`src/sv/rsd_pkg.sv`:
```
`timescale 1ns / 1ps
package rsd_pkg;
    typedef enum logic [1:0] {
        OP_TABLE_WRITE = 2'd0,
        OP_BEGIN_CELL  = 2'd1,
        OP_RESIDUAL    = 2'd2,
        OP_END_CELL    = 2'd3
    } op_t;

    localparam int WORD_BITS    = 64;
    localparam int TABLE_AW     = 11;
    localparam int ENTRY_W      = 24;
    localparam int SCORE_W      = 32;
    localparam int DOC_W        = 31;
    localparam int COUNT_W      = 16;
    localparam int IN_TDATA_W   = 168;
    localparam int OUT_TDATA_W  = 64;
    localparam int OUT_TUSER_W  = 24;

    // Saturate a 40-bit signed value to the 32-bit signed range.
    function automatic logic signed [SCORE_W-1:0] sat32(input logic signed [39:0] v);
        logic signed [39:0] hi;
        logic signed [39:0] lo;
        hi = 40'sd2147483647;
        lo = -40'sd2147483648;
        if (v > hi) begin
            sat32 = 32'h7FFF_FFFF;
        end else if (v < lo) begin
            sat32 = 32'h8000_0000;
        end else begin
            sat32 = v[SCORE_W-1:0];
        end
    endfunction
endpackage

```
`src/sv/rsd_lane.sv`:
```
`timescale 1ns / 1ps
// One table bank: holds the entries of the dimensions that share lane slot
// LANE and returns the registered entry for the code in its slot.
module rsd_lane
    import rsd_pkg::*;
#(
    parameter int LANE      = 0,
    parameter int CODE_BITS = 4,
    parameter int BANK_AW   = 7
) (
    input  logic                      aclk,
    input  logic                      wr_en,
    input  logic [BANK_AW-1:0]        wr_addr,
    input  logic signed [ENTRY_W-1:0] wr_data,
    input  logic                      rd_en,
    input  logic [BANK_AW-1:0]        rd_addr,
    input  logic                      rd_live,
    output logic signed [ENTRY_W-1:0] rd_data
);
    logic signed [ENTRY_W-1:0] mem [2**BANK_AW];
    logic signed [ENTRY_W-1:0] q_reg;
    logic                      live_reg;

    // Bank write from the host and registered read for the scoring path.
    always_ff @(posedge aclk) begin
        if (wr_en) begin
            mem[wr_addr] <= wr_data;
        end
        if (rd_en) begin
            q_reg    <= mem[rd_addr];
            live_reg <= rd_live;
        end
    end

    // A dimension beyond the vector contributes nothing.
    assign rd_data = live_reg ? q_reg : '0;
endmodule

```
`config.mk`:
```
export PLATFORM = sky130hd
export DESIGN_NAME = rsd_lane
export DESIGN_NICKNAME = d
export VERILOG_FILES = /design/src/sv/rsd_pkg.sv /design/src/sv/rsd_lane.sv
export SDC_FILE = /design/constraint.sdc
export NUM_CORES = 2
export LEC_CHECK = 0
export BUFFER_PORTS_ARGS = -buffer_cell sky130_fd_sc_hd__buf_2
export CAP_MARGIN = 20
export CORE_MARGIN = 1
export CORE_UTILIZATION = 55
export CTS_BUF_LIST = sky130_fd_sc_hd__clkbuf_16
export CTS_CLUSTER_DIAMETER = 60
export DETAILED_ROUTE_END_ITERATION = 6
export PLACE_DENSITY = 0.71
export SLEW_MARGIN = 0
export SYNTH_ARGS = -nofsm -noshare
export SYNTH_HDL_FRONTEND = slang
export SYNTH_SLANG_ARGS = --single-unit
```
`constraint.sdc`:
```
create_clock -name aclk -period 4.75 [get_ports aclk]
set_clock_uncertainty 0.2 [all_clocks]
set_input_delay 0.95 -clock aclk [delete_from_list [all_inputs] [get_ports aclk]]
set_output_delay 0.95 -clock aclk [all_outputs]
set_load 0.01 [all_outputs]
```
* After elaboration in Yosys (flattened, before gate mapping)
Memories as Yosys holds them, arrays and structs flattened. A register that Yosys moved wholly into a read port is not among the register bits. Cells that the tools add are included.
Word-level totals: bits in registers 1, RAM bits 3072, input port bits 42, output and inout port bits 24, memories kept 1
Memory list:
- mem | words 128, bits a word 24, read ports 1, clocked after Yosys merged registers in 1, wr ports 1, line rsd_lane.sv:20 | logic signed [ENTRY_W-1:0] mem [2**BANK_AW];
Cells by class: muxes and demuxes 3
Operators with widths (number):
- two-way mux 24 bit | 1
- two-way mux 1 bit | 2

* Longest topological paths before layout
depth in word-level cells 2, gate-level depth with buffers 8, gate-level depth less buffers 4

* Least setup slack after synthesis
Ideal clock, no wire load.
path type input to register, start input port rd_addr[0], end register q_reg[0], read port of mem, data pin, setup time 0.260 ns, arrival time 3.475 ns, data required time 4.290 ns, setup slack 0.815 ns, stages on the path 7, buffers on the path 3, path through clkbuf_1 > buf_2 > buf_1 > mux4_2 > mux4_2 > mux4_2 > mux2_2
RTL lines:
- start, declared | line rsd_lane.sv:16 | input logic [BANK_AW-1:0] rd_addr,
- end, declared | line rsd_lane.sv:21 | logic signed [ENTRY_W-1:0] q_reg;

==> impl_metrics.yaml <==
run_status:
  status: "complete, but fails checks"
  violations: "DRC"
setup_path:
  timing.rr.start: "mem[5][19]"
  worstPathArrival_ps: 3960
  worstSetupEndpointType: "register"
  cp_max_fo: 19
  crit_start: "rd_addr[0]"
  crit_type: "input port to register"
  worstSetupStartpointType: "input port"
  crit_required_ps: 5230
clock_network:
  clk_pin_slew_ps: 60
  htreeDepth: 5
  clk_latency_ps: 960
  cts-root-buf: "clkbuf_16"
  cts.sinks: 3097
  cts_hold_buf: 0
  postCtsSetupRepairBufs: 0
  clk_path_buf_depth: 4
  cts_buffers: 320
  post_cts_resized: 0
  cts_tree: "yes"
global_route:
  overflow: 0
  grt_pass1_vias: 55100
  grt_pass1_wl_mm: 421
  antenna_found_initial: 23
  grt_max_degree: 129
  track_usage_pct: 28.3
finish:
  stdcell_count: 8082
  finalInstanceArea_sq_um: 134000
  final_common_cell: "edfxtp_1"
  syn_to_final_growth_pct: 14.0
  fin_nets: 5080
  layout-drive-gt1-share_pct: 37.4
  nFillCells: 13400
  largest_reg_flops: 3072
  mostFrequentLayoutCells: "3,097 x edfxtp_1, 1,008 x mux4_2, 325 x clkbuf_16, 293 x buf_4, 74 x nor2_2"
place:
  gp_congestion: 0.833
  dp.cells: 7533
  io_buffers: 65
  pre_cts_slack_ps: 336
  post_dp_cell_area_sq_um: 125000
  hpwl_mm: 168
floorplanning:
  initial_core_util_pct: 55.4
  die_area_sq_um: 216000
  rows: 169
  die_w_microns: 465
  coreArea_sq_um: 213000
  dieHeight_microns: 465
  ios: 66
logic_synthesis:
  ys_seq_elements: 3097
  synthesis.area_sq_um: 118000
  yosysWarnings: 0
  synth.distinct_cells: 17
  seq_area_frac_synth_pct: 78.9
  syn_avg_cell_area_sq_um: 25.8
  synth_fp_nets: 4607
  syn_inst: 4565
routing:
  avgViaCountPerCell: 6.80
  drt-initial-drc-count: 7680
  vias: 54900
  ant_nets: 0
  totalWireLength_mm: 300
  remaining_drc_errors: 3
  wl_per_cell_microns: 37.2
  drt-pass1-iter-count: 7
sta:
  fmax_mhz: 288
  finalSetupViolations: 0
  holdWs_ps: 68.1
  post-route-period-util_pct: 73.2
  hold_viol_final: 0
  tightest_slew_ps: 1220
  finalWorstSetupSlack_ps: 1270
  period_needed_ps: 3480
  max_slew_margin_pct: 18.8
  rsz0062_at_grt: "false"
  slew_violations: 0
  tns_ps: 0
min_path:
  min-delay-start: "rd_live"
  hold_class: "input port to register"
power_and_ir_drop:
  power_leakage_uw: 0.0418
  pwr_density_cell_nw_per_um2: 422
  peakVddDrop_mv: 0.462
job:
  cap_violations: 0
-- critical path, stage by stage --
cell and delay, ps:
buf_12 250, buf_12 240, buf_4 280, buf_4 240
mux4_2 520, mux4_2 490, mux4_2 610, mux2_2 310
-- cells in the mapped netlist --
master	instances	share of area, %
clkbuf_1	155	0.49
or3_1	1	0.0053
nor2_1	122	0.39
nand3_1	12	0.051
nor2b_1	7	0.037
nand2_1	14	0.045
buf_1	26	0.083
mux2_2	24	0.23
and2_1	24	0.13
mux4_2	1008	19
nand4_1	3	0.016
buf_6	1	0.0096
buf_4	1	0.0064
nor3_1	9	0.038
edfxtp_1	3097	79
nand2b_1	2	0.011
buf_2	59	0.25
-- logic make-up after synthesis --
group                  count (synthesis)  synth area share (%)
buffers and inverters                242                 0.843
flip-flops                          3097                  78.9
multiplexers                        1032                  19.5
AND/OR/NAND/NOR                      194                 0.719
-- routing by layer --
| metal | track usage, % | up-vias | wire length (microns) |
|---|---|---|---|
| met2 | 43.1 | 3716 | 142000 |
| met5 | 0 | - | 47 |
| li1 | - | 21000 | - |
| met4 | 8.94 | 8 | 9910 |
| met3 | 7.52 | 483 | 37900 |
| met1 | 40.5 | 29800 | 110000 |
-- power breakdown --
group	internal, uW	total [uW]	leakage [uW]	switching, uW
sequential	30200	30300	0.0279	60.9
clock	13500	23500	0.00497	9950
combinational	1180	2880	0.00896	1710
-- area by class of cell --
class                           instances  area [sq um]  area share, %
Clock buffer                          325          8130           6.06
Multi-Input combinational cell       1226         24400           18.2
Tap cell                             2821          3530           2.63
Timing Repair Buffer                  393          3680           2.74
Sequential cell                      3097         93000           69.3
Antenna cell                           20          50.0         0.0373
Clock inverter                        200          1480           1.10
-- worst paths after layout --
kind              slack (ps)  cells past startpoint        end
setup / recovery        1270                      8  q_reg[17]
hold / removal            70                      1   live_reg
setup reg to reg        1800                      4  q_reg[19]
hold reg to reg         1000                      4  q_reg[19]
-- metrics by stage --
step / utilization (%) / power, uW
after global placement: 58.6 / 33600
after CTS: 63.1 / 56900
after global routing: 63.2 / 58000
after detailed placement: 58.6 / 33700
final: 63.2 / 56700
after floorplan: - / 32300
Note: power is estimated with default switching activity, not from simulation.
