===== config.mk =====
export PLATFORM = sky130hd
export DESIGN_NAME = rsd_merge
export DESIGN_NICKNAME = d
export VERILOG_FILES = /design/src/sv/rsd_pkg.sv /design/src/sv/rsd_merge.sv
export SDC_FILE = /design/constraint.sdc
export NUM_CORES = 1
export LEC_CHECK = 0
export BUFFER_PORTS_ARGS = -buffer_cell sky130_fd_sc_hd__buf_2
export CAP_MARGIN = 40
export CORE_UTILIZATION = 40
export DETAILED_ROUTE_END_ITERATION = 8
export GPL_ROUTABILITY_DRIVEN = 0
export GPL_TIMING_DRIVEN = 0
export PLACE_DENSITY = 0.68
export SYNTH_ARGS = -nofsm -noshare
export SYNTH_HDL_FRONTEND = slang
export SYNTH_SLANG_ARGS = --single-unit

===== constraint.sdc =====
create_clock -name aclk -period 5.8 [get_ports aclk]
set_input_delay 0.87 -clock aclk [delete_from_list [all_inputs] [get_ports aclk]]
set_output_delay 0.87 -clock aclk [all_outputs]
set_load 0.005 [all_outputs]

===== src/sv/rsd_pkg.sv =====
`timescale 1ns / 1ps
package rsd_pkg;
    typedef enum logic [1:0] {
        OP_TABLE_WRITE = 2'd0,
        OP_BEGIN_CELL  = 2'd1,
        OP_RESIDUAL    = 2'd2,
        OP_END_CELL    = 2'd3
    } op_t;

    localparam int WORD_BITS    = 64;
    localparam int TABLE_AW     = 11;
    localparam int ENTRY_W      = 24;
    localparam int SCORE_W      = 32;
    localparam int DOC_W        = 31;
    localparam int COUNT_W      = 16;
    localparam int IN_TDATA_W   = 168;
    localparam int OUT_TDATA_W  = 64;
    localparam int OUT_TUSER_W  = 24;

    // Saturate a 40-bit signed value to the 32-bit signed range.
    function automatic logic signed [SCORE_W-1:0] sat32(input logic signed [39:0] v);
        logic signed [39:0] hi;
        logic signed [39:0] lo;
        hi = 40'sd2147483647;
        lo = -40'sd2147483648;
        if (v > hi) begin
            sat32 = 32'h7FFF_FFFF;
        end else if (v < lo) begin
            sat32 = 32'h8000_0000;
        end else begin
            sat32 = v[SCORE_W-1:0];
        end
    endfunction
endpackage


===== src/sv/rsd_merge.sv =====
`timescale 1ns / 1ps
// Sum of the lane entries, registered halfway through the tree.
module rsd_merge
    import rsd_pkg::*;
#(
    parameter int LANES = 16
) (
    input  logic                      aclk,
    input  logic                      en,
    input  logic signed [ENTRY_W-1:0] lane_data [LANES],
    output logic signed [39:0]        sum
);
    localparam int HALF = LANES / 2;
    logic signed [39:0] lo_reg;
    logic signed [39:0] hi_reg;
    logic signed [39:0] lo_next;
    logic signed [39:0] hi_next;

    // First level: two halves summed in parallel.
    always_comb begin
        lo_next = '0;
        hi_next = '0;
        for (int i = 0; i < HALF; i++) begin
            lo_next = lo_next + 40'(lane_data[i]);
        end
        for (int i = HALF; i < LANES; i++) begin
            hi_next = hi_next + 40'(lane_data[i]);
        end
    end

    always_ff @(posedge aclk) begin
        if (en) begin
            lo_reg <= lo_next;
            hi_reg <= hi_next;
        end
    end

    assign sum = lo_reg + hi_reg;
endmodule


======== Word level (Yosys, flattened, before mapping) ========
Index checks and enable logic that the tools add are counted.
word-level totals
  register bits ........................... 80
  input bits .............................. 386
  output and inout port bits .............. 40
  word-level logic and storage cells ...... 17
cells by class
  $add $sub $neg .......................... 15
operators by type and width
  kind              number
  $add A30 B24 Y31  2
  $add A29 B24 Y30  2
  $add A28 B24 Y29  2
  $add A27 B24 Y28  2
  $add A26 B24 Y27  2
  $add A25 B24 Y26  2
  $add A24 B24 Y25  2
  $add A40 B40 Y40  1

======== Depth between registers and ports, before layout ========
  depth in word-level cells ............... 7
  mapped depth ............................ 20
  mapped depth without buffers ............ 20

======== Least setup slack after synthesis ========
OpenSTA, ideal clock, no wires.
  kind .................................... input-to-reg
  start point ............................. input port lane_data[74] (netlist name)
  end point ............................... register hi_reg[28] (data pin)
  library setup time ...................... 0.265 ns
  arrival ................................. 5.137 ns
  data required time ...................... 5.535 ns
  path slack .............................. 0.398 ns
  cell stages on the path ................. 20
  path buffers ............................ 0
  path through ............................ inv_1 -> fa_1 -> inv_1 -> fa_1 -> fa_1 -> inv_1 -> fa_1 -> inv_1 -> ha_1 -> inv_1 -> fa_1 -> nor2b_1 -> o21ai_1 -> a21boi_1 -> nor2_1 -> o21ai_1 -> a41oi_1 -> o211ai_1 -> a221o_1 -> a31oi_1
on the way
  word-level cells in the longest chain between the ends .. 4
ends and longest elaborated chain
  element               line             source
  start, declared       rsd_merge.sv:10  input logic signed [ENTRY_W-1:0] lane_data [LANES],
  $add A27 B24 Y28      rsd_merge.sv:27  hi_next = hi_next + 40'(lane_data[i]);
  $add A28 B24 Y29      rsd_merge.sv:27
  $add A29 B24 Y30      rsd_merge.sv:27
  $add A30 B24 Y31      rsd_merge.sv:27
  via hi_next[28]       rsd_merge.sv:17  logic signed [39:0] hi_next;
  end signal, assigned  rsd_merge.sv:34  hi_reg <= hi_next;
  end, declared         rsd_merge.sv:15  logic signed [39:0] hi_reg;
The timed path passes the listed nets, and every way through them passes these cells.
A chain may end at the register's enable or synchronous reset.

======== Worst setup path after layout ========
  start point ............................. input port lane_data[266] (netlist name)
  end point ............................... register lo_reg[24] (data pin)
on the way
  word-level cells in the longest chain between the ends .. 4
ends and longest elaborated chain
  element               line             source
  $add A27 B24 Y28      rsd_merge.sv:24  lo_next = lo_next + 40'(lane_data[i]);
  $add A28 B24 Y29      rsd_merge.sv:24
  $add A29 B24 Y30      rsd_merge.sv:24
  $add A30 B24 Y31      rsd_merge.sv:24
  via lo_next[24]       rsd_merge.sv:16  logic signed [39:0] lo_next;
  end signal, assigned  rsd_merge.sv:33  lo_reg <= lo_next;
  end, declared         rsd_merge.sv:14  logic signed [39:0] lo_reg;
The timed path passes the listed nets, and every way through them passes these cells.

==> key figures <==
Synth
  • Mapped Area: 14170 um^2
  • Number of synthesized flops with an enable pin: 62
  • Synth Area in XOR/XNOR: 0.04202
  • Yosys warns: 0
  • Simple-gate area share of the yosys netlist: 0.04856
  • Dominant synthesized flop cell: edfxtp_1
  • Yosys reg bits: 62
  • Post-Syn Instances: 1525
  • Largest family of logic cells by synthesized area: adder cells
  • Mean Syn Cell Area: 9.293 um^2
  • Synth Area in Compound Gates: 0.1089
  • Unique masters post-synth: 60
  • Mux share of post-synthesis cell area: 0.0007063
  • Syn_nets: 2297
  • Adder-cell area share of the yosys netlist: 0.4981
  • Asr flop ratio synth: 0
  • Seq/Total Area, Yosys: 0.1314

Power and ir drop
  • Power share of the clock group: 0.044
  • Worst vdd ir: 0.7194 mV
  • Switch share: 0.4945
  • Leakage: 9.874 nW
  • Internal: 5.950 mW
  • Gate power share: 0.846
  • Seq pwr share: 0.110
  • PD cells: 682.7 nW/um^2
  • Switch Pwr: 5.821 mW

Timing
  • Final Hold Fails: 0
  • Rel. slew slack: 0.4957
  • Worst-margin pin slew: 0.7565 ns
  • Final Setup Violations: 0
  • Minimum clock period: 5.505 ns
  • Worst hold slack: 0.9562 ns
  • FMAX: 181.6 MHz
  • Final worst path period share: 0.9492
  • Setup TNS Final: 0 ns
  • Final max-slew violation count: 0

Detailed routing
  • Drt drc: 0
  • Total wire length: 29100 um
  • DR vias/cell: 4.495
  • Antenna-violating nets left: 0
  • Avg WL per Cell: 11.99 um
  • Drt initial violations: 393
  • Vias: 10.91k
  • DRT Pass-1 Iters: 5

GRT
  • Grt ovf: 0
  • Vias in the first global route: 11.45k
  • Busiest grt layer: met2
  • GRT met1 Usage: 0.2019
  • Largest net degree at the start of global routing: 33
  • Global routing met2 resource utilization: 0.3185
  • Grt met3 use: 0.02466
  • Antenna violations before repair: 0
  • Total track usage: 0.1666
  • Global-route wire length before repair: 48820 um

Floorplan
  • IO Count: 426
  • Die Wd: 190.2 um
  • Die ar.: 36190 um^2
  • Initial core utilization: 0.4083
  • CORE AREA: 34710 um^2
  • Row Count: 68
  • Die Y: 190.2 um

Cells and area
  • Layout cells sized above 1: 0.2362
  • Final Util: 0.4967
  • Area grow syn2layout: 21.66%
  • Final cell count without fillers: 2428
  • Net count, final: 2740
  • Ant diodes: 0

Worst setup path
  • Worst EP arrival: 5.58 ns
  • Startpoint Class: input pin
  • Critical path class: in2reg
  • Critical Path RT: 5.87 ns
  • CP endpoint kind: flop
  • CP max FO: 6

Clock network
  • CTS buffer count: 9
  • Maximum clock path buffer count: 2
  • H-tree lvl count: 3
  • Sink Count: 62
  • CTS tree: built
  • Clock transition at the registers of the reported paths: 0.05 ns
  • Clock Tree Root: clkbuf_16

Placed design
  • Dpl hpwl: 27150 um
  • I/O Buffers: 425
  • Cell total after placement: 2406

Hold path
  • Worst hold stages: 3
  • Hold WC Path Type: in2reg

Run status
  • Status: complete, no violations

Run
  • Number of max-cap violations: 0
per-layer routing:
layer  vias to the layer above  wire, um  part of all wire
met2                       288     15640              0.54
met1                      5250     11750              0.40
met4                         0       193            0.0066
met5                         -         0                 0
li1                       5359         -                 -
met3                        17      1512             0.052
cell usage after synthesis (7+ instances only):
| cell | number | area [um^2] |
|---|---|---|
| nand2_1 | 40 | 150.1 |
| nand3_1 | 10 | 50.05 |
| o21a_1 | 12 | 90.09 |
| o31ai_1 | 7 | 52.55 |
| nand2b_1 | 15 | 93.84 |
| fa_1 | 297 | 5946 |
| nor2b_1 | 9 | 56.30 |
| edfxtp_1 | 62 | 1862 |
| o21ai_0 | 25 | 125.1 |
| o21ai_1 | 10 | 50.05 |
| a31oi_1 | 11 | 68.82 |
| a21o_1 | 40 | 300.3 |
| inv_1 | 635 | 2384 |
| nor3_1 | 14 | 70.07 |
| a21oi_1 | 56 | 280.3 |
| xnor2_1 | 44 | 385.4 |
| xor2_1 | 24 | 210.2 |
| ha_1 | 89 | 1114 |
| o21bai_1 | 10 | 75.07 |
| nor2_1 | 34 | 127.6 |
power groups by stage:
stage	clock network [mW]	logic (mW)	registers, mW
2_1_floorplan	0	7.23	1.26
3_3_place_gp	0	9.68	1.31
3_5_place_dp	0	9.89	1.32
4_1_cts	0.533	10.0	1.31
5_1_grt	0.560	11.4	1.32
6_report	0.520	9.95	1.30
repair_timing:
action	in CTS	in global routing
buffers inserted	2	4
hold buffers	0	0
gates resized for setup	0	4
endpoints found under the setup margin	2	10
pin swaps	1	2
placed cells by master, fill, tap and decap left out, types with 12 or more instances in the layout:
| cell | instances |
|---|---|
| inv_1 | 635 |
| buf_2 | 425 |
| fa_1 | 297 |
| ha_1 | 89 |
| edfxtp_1 | 62 |
| a21oi_1 | 56 |
| xnor2_1 | 44 |
| a21o_1 | 40 |
| nand2_1 | 40 |
| nor2_1 | 34 |
| o21ai_0 | 24 |
| xor2_1 | 24 |
| nand2b_1 | 15 |
| nor3_1 | 14 |
| o21a_1 | 12 |
logic make-up (layout without fill, tap and decap cells):
group	count (synthesis)	count (layout)
buf+inv	643	1091
fa+ha+maj	386	386
compound gates	222	222
simple gates	143	143
xor+xnor	68	68
flops	62	62
mux	1	1
metrics by stage:
| stage | total power [mW] | worst slack, ns | area, um^2 |
|---|---|---|---|
| after floorplan | 8.489 | 0.3978 | 14170 |
| after global placement | 10.99 | -0.3451 | 16870 |
| after detailed placement | 11.21 | -0.3671 | 16890 |
| after CTS | 11.85 | 0.1270 | 17190 |
| after global routing | 13.24 | -0.01731 | 17240 |
| final | 11.77 | 0.2947 | 17240 |
worst max-delay path, cell delays in order:
cell	delay [ns]
buf_2	0.08
inv_1	0.05
fa_1	0.54
inv_1	0.06
fa_1	0.48
fa_1	0.50
inv_1	0.05
fa_1	0.47
inv_1	0.04
ha_1	0.19
inv_1	0.08
fa_1	0.20
nor2b_1	0.06
o21a_1	0.18
o21ai_0	0.16
nand2b_1	0.12
a31oi_1	0.44
o21ai_1	0.22
a31oi_2	0.40
nor3_1	0.10
a311o_1	0.30
layout make-up:
| cell class | instances | area (um^2) |
|---|---|---|
| Clock inverter | 7 | 65.06 |
| Fill cell | 3293 | 17470 |
| Clock buffer | 9 | 225.2 |
| Inverter | 635 | 2384 |
| Buffer | 8 | 30.03 |
| Multi-Input combinational cell | 820 | 9915 |
| Sequential cell | 62 | 1862 |
| Tap cell | 455 | 569.3 |
| Timing Repair Buffer | 432 | 2192 |
path summary, 6_finish.rpt:
kind / start / endpoint
min: lane_data[360] / lo_reg[0]$_DFFE_PP_
max: lane_data[266] / lo_reg[24]$_DFFE_PP_
Power figures use the tool's default switching activity.
